===== src/rtl/core/arpm_pkg.sv =====
// shared types, constants and the log2 fraction table of the level meter
package arpm_pkg;

  localparam int SUM_W = 42;
  localparam int LOG_W = 22;
  localparam int DIFF_W = 24;
  localparam int MAG_W = 17;
  localparam int PROD_W = 42;
  localparam int DB_W = 18;

  localparam logic [SUM_W-1:0] SUM_LIMIT = {SUM_W{1'b1}};
  localparam logic [DB_W-1:0] DB_FLOOR = 18'd25600;
  localparam logic signed [15:0] LEVEL_FLOOR = -16'sd25600;
  localparam logic [18:0] RMS_SCALE = 19'd197283;
  localparam logic [18:0] PEAK_SCALE = 19'd394566;
  localparam logic signed [DIFF_W-1:0] RMS_OFFSET = 24'sd1966080;
  localparam logic signed [DIFF_W-1:0] PEAK_OFFSET = 24'sd983040;
  localparam logic [PROD_W-1:0] ROUND_HALF = 42'd8388608;

  typedef struct packed {
    logic signed [15:0] sample;
    logic frame_end;
  } in_item_t;

  typedef struct packed {
    logic [2:0] channel;
    logic signed [15:0] rms_db;
    logic signed [15:0] peak_db;
    logic last;
  } out_item_t;

  typedef enum logic [2:0] {
    LS_SETS = 3'b001,
    LS_SUM  = 3'b010,
    LS_PEAK = 3'b100
  } log_src_t;

  typedef struct packed {
    logic emit_sel;
    logic log_start;
    log_src_t log_src;
    logic lsets_en;
    logic is_peak;
    logic diff_en;
    logic mul_en;
    logic rnd_en;
    logic rms_floor;
    logic peak_floor;
    logic chan_first;
    logic chan_next;
    logic clear;
  } cmd_t;

  typedef struct packed {
    logic log_done;
    logic sum_zero;
    logic peak_zero;
    logic last_ch;
  } sts_t;

  function automatic logic [16:0] log_tab(input logic [4:0] i);
    logic [16:0] v;
    case (i)
      5'd0: v = 17'd0;
      5'd1: v = 17'd5732;
      5'd2: v = 17'd11136;
      5'd3: v = 17'd16248;
      5'd4: v = 17'd21098;
      5'd5: v = 17'd25711;
      5'd6: v = 17'd30110;
      5'd7: v = 17'd34312;
      5'd8: v = 17'd38336;
      5'd9: v = 17'd42196;
      5'd10: v = 17'd45904;
      5'd11: v = 17'd49472;
      5'd12: v = 17'd52911;
      5'd13: v = 17'd56229;
      5'd14: v = 17'd59434;
      5'd15: v = 17'd62534;
      default: v = 17'd65536;
    endcase
    return v;
  endfunction

endpackage


===== src/rtl/core/audio_rms_peak_meter.sv =====
// audio rms and peak level meter, top level
// in channel: in_data carries one signed 16-bit sample per item, channels
// interleaved in a cycle of channel_count; frame_end marks the last sample.
// out channel: after a frame, one item per active channel, channel 0 first,
// with rms and peak levels in 1/256 dbfs, floor -100 db; last marks the end.
// cfg channel: cfg_data writes channel_count (always ready); the user writes it
// only while idle, which the block itself does not enforce. samples are taken
// one per cycle while no frame is being reported: the square and add of a
// sample complete in the cycle after it is taken. a frame-end item starts
// reporting: the set count log, then for each channel the rms and peak levels,
// each from the iterative log2 unit (byte then bit normalize steps, one table
// multiply) and the shared level multiplier; a silent channel skips both logs;
// input stalls meanwhile.
// a stalled result holds in_data intake off and the payload steady until taken;
// the stores are cleared when the last channel's item is taken.
// reset (synchronous) clears all stores and sets channel_count to 2.
module audio_rms_peak_meter import arpm_pkg::*; #(
  parameter int MAX_CHANNELS = 8,
  parameter int MAX_FRAME_SETS = 4096
) (
  input  logic      clk,
  input  logic      rst,
  input  in_item_t  in_data,
  input  logic      in_valid,
  output logic      in_stall,
  output out_item_t out_data,
  output logic      out_valid,
  input  logic      out_stall,
  input  logic      cfg_valid,
  output logic      cfg_ready,
  input  logic [3:0] cfg_data
);

  logic [3:0] channel_count;
  logic in_accept;
  cmd_t cmd;
  sts_t sts;

  assign cfg_ready = 1'b1;
  assign in_accept = in_valid && !in_stall;

  always_ff @(posedge clk) begin
    if (rst) channel_count <= 4'd2;
    else if (cfg_valid && cfg_ready) channel_count <= cfg_data;
  end

  arpm_ctrl u_ctrl (
    .clk       (clk),
    .rst       (rst),
    .in_accept (in_accept),
    .frame_end (in_data.frame_end),
    .out_stall (out_stall),
    .sts       (sts),
    .in_stall  (in_stall),
    .out_valid (out_valid),
    .cmd       (cmd)
  );

  arpm_datapath #(
    .MAX_CHANNELS   (MAX_CHANNELS),
    .MAX_FRAME_SETS (MAX_FRAME_SETS)
  ) u_datapath (
    .clk           (clk),
    .rst           (rst),
    .in_accept     (in_accept),
    .sample        (in_data.sample),
    .channel_count (channel_count),
    .cmd           (cmd),
    .sts           (sts),
    .out_data      (out_data)
  );

endmodule


===== src/rtl/core/arpm_log2.sv =====
// iterative log2 unit in q16: normalize, table lookup, interpolate
module arpm_log2 import arpm_pkg::*; (
  input  logic             clk,
  input  logic             rst,
  input  logic             start,
  input  logic [SUM_W-1:0] x,
  output logic             done,
  output logic [LOG_W-1:0] result
);

  typedef enum logic [3:0] {
    L_IDLE = 4'b0001,
    L_NORM = 4'b0010,
    L_MUL  = 4'b0100,
    L_ADD  = 4'b1000
  } lstate_t;

  lstate_t state;
  logic [SUM_W-1:0] norm;
  logic [5:0] expo;
  logic [16:0] frac_lo;
  logic [24:0] prod;
  logic [16:0] lo;
  logic [16:0] hi;
  logic [12:0] delta;
  logic big_step;

  always_comb begin
    lo = log_tab({1'b0, norm[40:37]});
    hi = log_tab(5'({1'b0, norm[40:37]} + 5'd1));
    delta = 13'(hi - lo);
    big_step = (norm[41:34] == 8'd0) && (expo >= 6'd8);
  end

  always_ff @(posedge clk) begin
    if (rst) begin
      state <= L_IDLE;
      done <= 1'b0;
    end else begin
      done <= (state == L_ADD);
      unique case (state)
        L_IDLE: if (start) state <= L_NORM;
        L_NORM: if (norm[41] || expo == 6'd0) state <= L_MUL;
        L_MUL: state <= L_ADD;
        L_ADD: state <= L_IDLE;
        default: state <= L_IDLE;
      endcase
    end
  end

  always_ff @(posedge clk) begin
    if (state == L_IDLE && start) begin
      norm <= x;
      expo <= 6'd41;
    end else if (state == L_NORM && !(norm[41] || expo == 6'd0)) begin
      if (big_step) begin
        norm <= norm << 8;
        expo <= expo - 6'd8;
      end else begin
        norm <= norm << 1;
        expo <= expo - 6'd1;
      end
    end
    if (state == L_MUL) begin
      prod <= delta * norm[36:25];
      frac_lo <= lo;
    end
    if (state == L_ADD) begin
      result <= {expo, 16'd0} + LOG_W'(frac_lo) + LOG_W'(prod[24:12]);
    end
  end

endmodule


===== src/rtl/core/arpm_datapath.sv =====
// channel stores, accumulation and dbfs level arithmetic
module arpm_datapath import arpm_pkg::*; #(
  parameter int MAX_CHANNELS = 8,
  parameter int MAX_FRAME_SETS = 4096
) (
  input  logic              clk,
  input  logic              rst,
  input  logic              in_accept,
  input  logic signed [15:0] sample,
  input  logic [3:0]        channel_count,
  input  cmd_t              cmd,
  output sts_t              sts,
  output out_item_t         out_data
);

  localparam int CHW = (MAX_CHANNELS > 1) ? $clog2(MAX_CHANNELS) : 1;
  localparam int CNTW = $clog2(MAX_FRAME_SETS + 1);
  localparam int SETW = $clog2(MAX_FRAME_SETS + 2);

  logic [3:0] cnt_act;
  logic [CHW-1:0] channel_index;
  logic [CHW-1:0] ch_cur;
  logic last_of_set;
  logic [CNTW-1:0] set_count;
  logic partial;
  logic signed [MAG_W-1:0] s_ext;
  logic [MAG_W-1:0] mag;

  logic st_valid;
  logic [CHW-1:0] st_ch;
  logic [MAG_W-1:0] st_mag;

  logic [SUM_W-1:0] sum_sq [MAX_CHANNELS];
  logic [MAG_W-1:0] peak_mag [MAX_CHANNELS];
  logic [CHW-1:0] rd_ch;
  logic [SUM_W-1:0] rd_sum;
  logic [MAG_W-1:0] rd_peak;
  logic [33:0] sq;
  logic [SUM_W:0] sum_add;
  logic [SUM_W-1:0] sum_next;

  logic [CHW-1:0] emit_ch;
  logic [SETW-1:0] sets;
  logic [SUM_W-1:0] log_x;
  logic log_done;
  logic [LOG_W-1:0] log_res;
  logic [LOG_W-1:0] lsets;
  logic signed [DIFF_W-1:0] ldiff;
  logic signed [DIFF_W-1:0] diff_next;
  logic nonneg;
  logic [PROD_W-1:0] prod;
  logic [22:0] mag_l;
  logic [PROD_W-1:0] prod_round;
  logic [DB_W-1:0] dbr;
  logic signed [15:0] lvl;
  logic signed [15:0] rms_db;
  logic signed [15:0] peak_db;

  always_comb begin
    if (channel_count == 4'd0) cnt_act = 4'd1;
    else if (channel_count > 4'(MAX_CHANNELS)) cnt_act = 4'(MAX_CHANNELS);
    else cnt_act = channel_count;
    ch_cur = (4'(channel_index) >= cnt_act) ? '0 : channel_index;
    last_of_set = (4'(ch_cur) == cnt_act - 4'd1);
    s_ext = {sample[15], sample};
    mag = s_ext[MAG_W-1] ? MAG_W'(-s_ext) : MAG_W'(s_ext);
  end

  always_ff @(posedge clk) begin
    if (rst || cmd.clear) begin
      channel_index <= '0;
      set_count <= '0;
    end else if (in_accept) begin
      channel_index <= last_of_set ? '0 : CHW'(ch_cur + 1'b1);
      if (last_of_set && set_count < CNTW'(MAX_FRAME_SETS)) set_count <= set_count + 1'b1;
    end
  end

  always_ff @(posedge clk) begin
    if (rst) st_valid <= 1'b0;
    else st_valid <= in_accept;
  end

  always_ff @(posedge clk) begin
    if (in_accept) begin
      st_ch <= ch_cur;
      st_mag <= mag;
      partial <= !last_of_set;
    end
  end

  always_comb begin
    rd_ch = cmd.emit_sel ? emit_ch : st_ch;
    rd_sum = sum_sq[rd_ch];
    rd_peak = peak_mag[rd_ch];
    sq = st_mag * st_mag;
    sum_add = {1'b0, rd_sum} + (SUM_W + 1)'(sq);
    sum_next = sum_add[SUM_W] ? SUM_LIMIT : sum_add[SUM_W-1:0];
  end

  always_ff @(posedge clk) begin
    if (rst || cmd.clear) begin
      for (int i = 0; i < MAX_CHANNELS; i++) begin
        sum_sq[i] <= '0;
        peak_mag[i] <= '0;
      end
    end else if (st_valid) begin
      sum_sq[st_ch] <= sum_next;
      if (st_mag > rd_peak) peak_mag[st_ch] <= st_mag;
    end
  end

  always_comb begin
    sets = SETW'(set_count) + SETW'(partial);
    case (cmd.log_src)
      LS_SETS: log_x = SUM_W'(sets);
      LS_SUM:  log_x = rd_sum;
      LS_PEAK: log_x = SUM_W'(rd_peak);
      default: log_x = '0;
    endcase
  end

  arpm_log2 u_log2 (
    .clk    (clk),
    .rst    (rst),
    .start  (cmd.log_start),
    .x      (log_x),
    .done   (log_done),
    .result (log_res)
  );

  always_comb begin
    if (cmd.is_peak) diff_next = $signed({2'b00, log_res}) - PEAK_OFFSET;
    else diff_next = $signed({2'b00, log_res}) - $signed({2'b00, lsets}) - RMS_OFFSET;
    mag_l = 23'(-ldiff);
    prod_round = prod + ROUND_HALF;
    dbr = prod_round[PROD_W-1:24];
    if (nonneg) lvl = 16'sd0;
    else if (dbr > DB_FLOOR) lvl = LEVEL_FLOOR;
    else lvl = 16'sd0 - $signed({1'b0, dbr[14:0]});
  end

  always_ff @(posedge clk) begin
    if (cmd.lsets_en) lsets <= log_res;
    if (cmd.diff_en) ldiff <= diff_next;
    if (cmd.mul_en) begin
      nonneg <= !ldiff[DIFF_W-1];
      prod <= mag_l * (cmd.is_peak ? PEAK_SCALE : RMS_SCALE);
    end
    if (cmd.rms_floor) rms_db <= LEVEL_FLOOR;
    else if (cmd.rnd_en && !cmd.is_peak) rms_db <= lvl;
    if (cmd.peak_floor) peak_db <= LEVEL_FLOOR;
    else if (cmd.rnd_en && cmd.is_peak) peak_db <= lvl;
  end

  always_ff @(posedge clk) begin
    if (rst || cmd.chan_first) emit_ch <= '0;
    else if (cmd.chan_next) emit_ch <= CHW'(emit_ch + 1'b1);
  end

  always_comb begin
    sts.log_done = log_done;
    sts.sum_zero = (rd_sum == '0);
    sts.peak_zero = (rd_peak == '0);
    sts.last_ch = (4'(emit_ch) == cnt_act - 4'd1);
    out_data.channel = 3'(emit_ch);
    out_data.rms_db = rms_db;
    out_data.peak_db = peak_db;
    out_data.last = sts.last_ch;
  end

endmodule


===== src/rtl/core/arpm_ctrl.sv =====
// controller state machine: sample intake and per-channel level emission
module arpm_ctrl import arpm_pkg::*; (
  input  logic clk,
  input  logic rst,
  input  logic in_accept,
  input  logic frame_end,
  input  logic out_stall,
  input  sts_t sts,
  output logic in_stall,
  output logic out_valid,
  output cmd_t cmd
);

  typedef enum logic [14:0] {
    S_IDLE   = 15'b000000000000001,
    S_DRAIN  = 15'b000000000000010,
    S_SETS   = 15'b000000000000100,
    S_SETS_W = 15'b000000000001000,
    S_SUM    = 15'b000000000010000,
    S_SUM_W  = 15'b000000000100000,
    S_RDIFF  = 15'b000000001000000,
    S_RMUL   = 15'b000000010000000,
    S_RRND   = 15'b000000100000000,
    S_PEAK   = 15'b000001000000000,
    S_PEAK_W = 15'b000010000000000,
    S_PDIFF  = 15'b000100000000000,
    S_PMUL   = 15'b001000000000000,
    S_PRND   = 15'b010000000000000,
    S_OUT    = 15'b100000000000000
  } state_t;

  state_t state;
  state_t state_next;

  always_comb begin
    state_next = state;
    cmd = '0;
    cmd.log_src = LS_SETS;
    cmd.emit_sel = !(state == S_IDLE || state == S_DRAIN);
    in_stall = (state != S_IDLE);
    out_valid = (state == S_OUT);
    unique case (state)
      S_IDLE: if (in_accept && frame_end) state_next = S_DRAIN;
      S_DRAIN: state_next = S_SETS;
      S_SETS: begin
        cmd.log_start = 1'b1;
        state_next = S_SETS_W;
      end
      S_SETS_W: if (sts.log_done) begin
        cmd.lsets_en = 1'b1;
        cmd.chan_first = 1'b1;
        state_next = S_SUM;
      end
      S_SUM: begin
        cmd.log_src = LS_SUM;
        if (sts.sum_zero) begin
          cmd.rms_floor = 1'b1;
          state_next = S_PEAK;
        end else begin
          cmd.log_start = 1'b1;
          state_next = S_SUM_W;
        end
      end
      S_SUM_W: if (sts.log_done) state_next = S_RDIFF;
      S_RDIFF: begin
        cmd.diff_en = 1'b1;
        state_next = S_RMUL;
      end
      S_RMUL: begin
        cmd.mul_en = 1'b1;
        state_next = S_RRND;
      end
      S_RRND: begin
        cmd.rnd_en = 1'b1;
        state_next = S_PEAK;
      end
      S_PEAK: begin
        cmd.log_src = LS_PEAK;
        if (sts.peak_zero) begin
          cmd.peak_floor = 1'b1;
          state_next = S_OUT;
        end else begin
          cmd.log_start = 1'b1;
          state_next = S_PEAK_W;
        end
      end
      S_PEAK_W: if (sts.log_done) state_next = S_PDIFF;
      S_PDIFF: begin
        cmd.is_peak = 1'b1;
        cmd.diff_en = 1'b1;
        state_next = S_PMUL;
      end
      S_PMUL: begin
        cmd.is_peak = 1'b1;
        cmd.mul_en = 1'b1;
        state_next = S_PRND;
      end
      S_PRND: begin
        cmd.is_peak = 1'b1;
        cmd.rnd_en = 1'b1;
        state_next = S_OUT;
      end
      S_OUT: if (!out_stall) begin
        if (sts.last_ch) begin
          cmd.clear = 1'b1;
          state_next = S_IDLE;
        end else begin
          cmd.chan_next = 1'b1;
          state_next = S_SUM;
        end
      end
      default: state_next = S_IDLE;
    endcase
  end

  always_ff @(posedge clk) begin
    if (rst) state <= S_IDLE;
    else state <= state_next;
  end

endmodule


===== config.mk =====
export PLATFORM = sky130hd
export DESIGN_NAME = audio_rms_peak_meter
export DESIGN_NICKNAME = d
export VERILOG_FILES = /design/src/rtl/core/arpm_pkg.sv /design/src/rtl/core/audio_rms_peak_meter.sv /design/src/rtl/core/arpm_log2.sv /design/src/rtl/core/arpm_datapath.sv /design/src/rtl/core/arpm_ctrl.sv
export SDC_FILE = /design/constraint.sdc
export NUM_CORES = 2
export LEC_CHECK = 0
export BUFFER_PORTS_ARGS = -buffer_cell sky130_fd_sc_hd__buf_2
export CORE_UTILIZATION = 30
export DETAILED_ROUTE_END_ITERATION = 10
export PLACE_DENSITY = 0.4
export RECOVER_POWER = 50
export SLEW_MARGIN = 10
export SYNTH_ARGS = -nofsm -noshare
export SYNTH_HDL_FRONTEND = slang
export SYNTH_SLANG_ARGS = --single-unit
export TNS_END_PERCENT = 100

===== constraint.sdc =====
create_clock -name clk -period 28.3 [get_ports clk]
set_input_delay 4.245 -clock clk [delete_from_list [all_inputs] [get_ports clk]]
set_output_delay 4.245 -clock clk [all_outputs]
set_load 0.01 [all_outputs]

---- Word level (Yosys, flattened, before mapping) ----
Memories as Yosys holds them, arrays and structs flattened. A register that Yosys moved wholly into a read port is not among the register bits.
Cells that the tools add are included.
storage, ports and cells
  word-level logic and storage cells ...... 182
  output and inout port bits .............. 39
  bits in registers ....................... 298
  bits of input ports ..................... 26
  memories kept ........................... 4
  ROM bits ................................ 512
  bits in writable memories ............... 472
operators by class
  reduce and logical (&&, ||, !) cells .... 32
  add/subtract/negate cells ............... 19
  $lt $le $gt $ge ......................... 6
  multipliers ............................. 3
  eq/ne operators ......................... 32
  muxes and demuxes ....................... 63
memory list
  name                 words  width  read ports  clocked after Yosys merged registers in  wr ports  RTL line             RTL
  u_datapath.sum_sq    8      42     1           0                                        8         arpm_datapath.sv:33  logic [SUM_W-1:0] sum_sq [MAX_CHANNELS];
  (name not given)     16     16     1           1                                        0         arpm_pkg.sv:63       case (i)
  (name not given)     16     16     1           0                                        0         arpm_pkg.sv:63
  u_datapath.peak_mag  8      17     1           0                                        8         arpm_datapath.sv:34  logic [MAG_W-1:0] peak_mag [MAX_CHANNELS];
operator list
  operator                                                                           count
  15-bit one-hot mux with 15 select lines                                            1
  42-bit 2-to-1 mux                                                                  5
  42-bit one-hot mux with 3 select lines                                             1
  15-bit 2-to-1 mux                                                                  7
  42-bit by 34-bit adder with 43-bit output                                          1
  42-bit by 24-bit adder with 42-bit output, second input constant                   1
  42-bit logical NOT                                                                 1
  23-bit by 42-bit multiplier with 42-bit output                                     1
  42-bit OR reduction                                                                1
  17-bit by 17-bit multiplier with 34-bit output                                     1
  16-bit 2-to-1 mux                                                                  2
  13-bit by 12-bit multiplier with 25-bit output                                     1
  1-bit 2-to-1 mux                                                                   25
  24-bit 2-to-1 mux                                                                  1
  24-bit by 22-bit subtractor with 24-bit output, second input constant              1
  23-bit negator                                                                     1
  22-bit by 20-bit subtractor with 23-bit output, second input constant              1
  22-bit by 22-bit subtractor with 23-bit output                                     1
  22-bit by 13-bit adder with 22-bit output                                          1
  22-bit by 17-bit adder with 22-bit output                                          1
  4-bit 2-to-1 mux                                                                   5
  19-bit 2-to-1 mux                                                                  1
  18-bit by 15-bit greater-than comparator with 1-bit output, second input constant  1
  17-bit greater-than comparator                                                     1
  other kinds (63)                                                                   92

---- Logic depth before layout (Yosys ltp) ----
  depth after elaboration ................. 13
  depth in mapped cells ................... 42
  mapped depth without buffers ............ 41

---- Modules after synthesis ----
From an unflattened synthesis, not the netlist that was laid out.
second synthesis, totals
  cells, all modules ...................... 6,144
  area, all modules ....................... 61,669.1 um2
by module, submodules not included
  module                area an instance (um2)  instances  sequential area each (um2)  cells an instance
  arpm_datapath         48,889.4                1          17,827.1                    4,755
  arpm_log2             11,661.2                1          3,333.2                     1,247
  arpm_ctrl             957.2                   1          300.3                       126
  audio_rms_peak_meter  161.4                   1          80.1                        16

---- Worst setup path after synthesis ----
No wires, ideal clock.
  path type ............................... register to register
  start ................................... register u_datapath.u_log2.norm[37]
  end ..................................... register u_datapath.u_log2.prod[24], data pin
  stages on the path, launching flop included .. 43
  data required time ...................... 28.040 ns
  data arrival time ....................... 8.885 ns
  period minus slack after synthesis ...... 9.145 ns
  buffers on the path ..................... 1
  path slack .............................. 19.155 ns
  library setup time ...................... 0.260 ns
  cell sequence ........................... edfxtp_1 ha_1 inv_1 nand2_1 nand2_1 a21oi_1 o21ai_0 a21oi_1 a2111oi_0 ha_1 nor2b_1 a221oi_1 nor2b_1 o21ai_0 nand2b_1 and2_1 o21ai_0 nand2b_1 [... 7 more ...] fa_1 inv_1 fa_1 fa_1 fa_1 inv_1 fa_1 inv_1 ha_1 nand3_1 o311ai_0 o211a_1 o31a_1 o21ai_0 a21boi_0 o21a_1 nor2_1 xnor2_1
on the way
  longest elaborated chain between the ends .. 5
RTL lines
  element                                             RTL line         RTL
  start, declared                                     arpm_log2.sv:19  logic [SUM_W-1:0] norm;
  start signal, assigned                              arpm_log2.sv:57  norm <= norm << 8;
  start signal, assigned                              arpm_log2.sv:60  norm <= norm << 1;
  4-bit by 1-bit adder with 5-bit output (*)          arpm_log2.sv:30  hi = log_tab(5'({1'b0, norm[40:37]} + 5'd1));
  memory read 16 x 16 bit                             -
  13-bit 2-to-1 mux (*)                               arpm_pkg.sv:63
  13-bit subtractor (*)                               arpm_log2.sv:31  delta = 13'(hi - lo);
  13-bit by 12-bit multiplier with 25-bit output (*)  arpm_log2.sv:65  prod <= delta * norm[36:25];
  end signal, assigned                                arpm_log2.sv:65
  end, declared                                       arpm_log2.sv:22  logic [24:0] prod;
Every way passes the cells marked *; elsewhere a longest branch is shown, timed or not.
A chain may end at the register's enable or synchronous reset.

==> results.toml <==
[clock_network]
path_clk_slew_ps = 60
cts_buffers = 94
cts_hold_buf = 0
clock_sinks = 750
htree_levels = 3
cts_tree = "yes"
post_cts_buffers = 0
insertion_delay_ps = 750
cts_resized = 0
cts_buffer_depth = 3
clockRootBuffer = "clkbuf_16"

[placement]
hpwl_um = 150000
dp_cells = 8786
gp_congestion = 0.858
dpl-instance-area_mm2 = 0.0647
port_buffers = 63

[logic_synthesis]
synthCells = 6225
synth_area_leaders = "edfxtp_1, fa_1, ha_1, inv_1, nor2_1"
synthArstFlopShare_pct = 0
synth.most_common_cell = "inv_1"
synth_cell_type_count = 95
synthFlopType = "edfxtp_1"
syn_area_per_cell_um2 = 9.80
synth_area_mm2 = 0.0610
synth-edff-count = 652
netlist_top_cells_count = "inv_1, edfxtp_1, nor2_1"
yosys.area.top_type = "edfxtp_1"
synth-seq-cells = 750
ys.warnings.count = 0
ys_seq_area_share_pct = 35.3
synth_top_area_share_pct = 32.1

[routing]
drcViolationCount = 0
drtIter0Drc = 3231
dr.pass1.iters = 6
avgRoutedWirePerCell_um = 23.3
wl_um = 208000
via_count = 44600
drt.antenna.violating_nets = 0
vias_per_cell = 4.98

[outcome]
violations = "max-capacitance violations, max-slew violations"
status = "finished, violations left"

[sta]
finalSetupViolations = 0
tns_ps = 0
finalCritPeriodShare_pct = 55.0
timing.fmax_ghz = 0.0643
fin_crit_ps = 15550
report.final.slew_viol_count = 853
hold_viol = 0
relSlewSlack_pct = -172
rsz0062_at_grt = "false"
finalClockSkew_ps = 58.2
worstMarginPinSlew_ps = 4080

[worst_hold_path]
min_path_type = "register to register"

[worst_setup_path]
cp.arrival_ps = 15900
crit_required_ps = 28640
end_kind = "register"
crit_type = "register to register"
critical_path.max_stage_delay_ps = 2360
crit_slowest_cell = "clkbuf_1"
critPathMaxFanout = 49
cp-start-kind = "register"

[grt]
track_usage_pct = 20.3
grt.overflow.total = 0
grt_pass1_wl_um = 309000
grt_pass1_vias = 46300
antenna_found_initial = 8
grt_max_degree = 61

[finish]
fin_nets = 7231
n_fill_cell = 20800
post-route-util_pct = 33.4
multi_input_area_mm2 = 0.0351
finalNonFillerCells = 8960
syn_to_final_growth_pct = 10.7
drive_gt1_share_pct = 5.92
fin_area_mm2 = 0.0675
seq_area_mm2 = 0.0215

[floorplan]
row_count = 165
io_pins = 65
die_h_um = 453
coreArea_mm2 = 0.202
die_w_um = 453
dieArea_mm2 = 0.205
initial_utilization_pct = 30.2

[run]
drv_cap = 25
## critical path, delay by kind of cell (launching register included)
| family | cells | cell delay [ps] |
|---|---|---|
| buf+inv | 8 | 4120 |
| compound gates | 10 | 2870 |
| simple gates | 9 | 5410 |
| flops | 1 | 390 |
| fa+ha+maj | 6 | 2270 |
## layer usage
layer / vias up / track usage [%] / wire (um)
met5: - / 0 / 27
met4: 4 / 5.85 / 6080
met3: 221 / 2.43 / 9230
met2: 1039 / 34.4 / 100000
met1: 22600 / 27.0 / 92900
li1: 20800 / - / -
## cell families (layout without fill, tap and decap cells)
logic type	count (synthesis)	in the layout	synth area share [%]
adders and majority gates	995	995	26.7
and+or+nand+nor	2115	2115	16.2
buffers and inverters	1189	1241	7.55
AOI/OAI and AO/OA	827	827	8.86
xor gates and xnor gates	213	213	3.06
muxes	134	134	2.33
DFF	750	750	35.3
other	2	13	0.0123
## final timing paths
path                            startpoint                             to  slack (ps)  cells past startpoint
hold reg to reg   u_datapath.u_log2.lo[13]  u_datapath.u_log2.frac_lo[13]         400                      0
setup / recovery           u_ctrl.state[4]       u_datapath.sum_sq[5][29]       12750                     33
hold / removal    u_datapath.u_log2.lo[13]  u_datapath.u_log2.frac_lo[13]         400                      0
setup reg to reg           u_ctrl.state[4]       u_datapath.sum_sq[5][29]       12750                     33
## placed cells by master, fill, tap and decap left out, types with 26 or more instances in the layout
master     count
a211oi_1      65
a21o_1        45
a21oi_1      234
a311oi_1      49
a31oi_1       26
and2_1       190
and3_1        55
buf_4        110
clkbuf_1      89
clkbuf_16     96
dfxtp_1       98
edfxtp_1     652
fa_1         509
ha_1         486
inv_1        870
mux2_2        31
mux2i_1       91
nand2_1      608
nand2b_1     121
nand3_1      156
nor2_1       641
nor2b_1       56
nor3_1       115
nor4_1        43
o21ai_0      161
o22ai_1       34
xnor2_1      133
xor2_1        78
## area by class of cell
class / count / share of cell area (%)
Clock buffer: 125 / 3.84
Tap cell: 2672 / 4.95
Antenna cell: 5 / 0.0185
Sequential cell: 750 / 31.9
Multi-Input combinational cell: 4292 / 51.9
Timing Repair Buffer: 199 / 1.76
Inverter: 873 / 4.85
Clock inverter: 44 / 0.769
## stage by stage
| step | worst slack (ps) | hold slack (ps) |
|---|---|---|
| finish | 12750 | 401 |
| global route | 11870 | 421 |
| CTS | 16760 | 403 |
| detailed placement | 16770 | 389 |
| global placement | 16880 | 390 |
| floorplan | 19160 | 386 |
## registers in the layout, summed over array words and instances (netlist names), 3 cells and up
signal	count
u_datapath.sum_sq	336
u_datapath.peak_mag	136
u_datapath.u_log2.norm	42
u_datapath.ldiff	24
u_datapath.lsets	22
u_datapath.u_log2.result	22
u_datapath.prod	19
u_datapath.st_mag	17
u_datapath.peak_db	16
u_datapath.rms_db	16
u_datapath.u_log2.frac_lo	16
u_datapath.u_log2.lo	16
u_ctrl.state	15
u_datapath.set_count	13
u_datapath.u_log2.prod	13
u_datapath.u_log2.expo	6
channel_count	4
u_datapath.u_log2.state	4
u_datapath.channel_index	3
u_datapath.emit_ch	3
u_datapath.st_ch	3
Power is left out: the tool's default activity adds up to more than one toggle a clock period on the data nets, which glitch-free logic cannot reach.
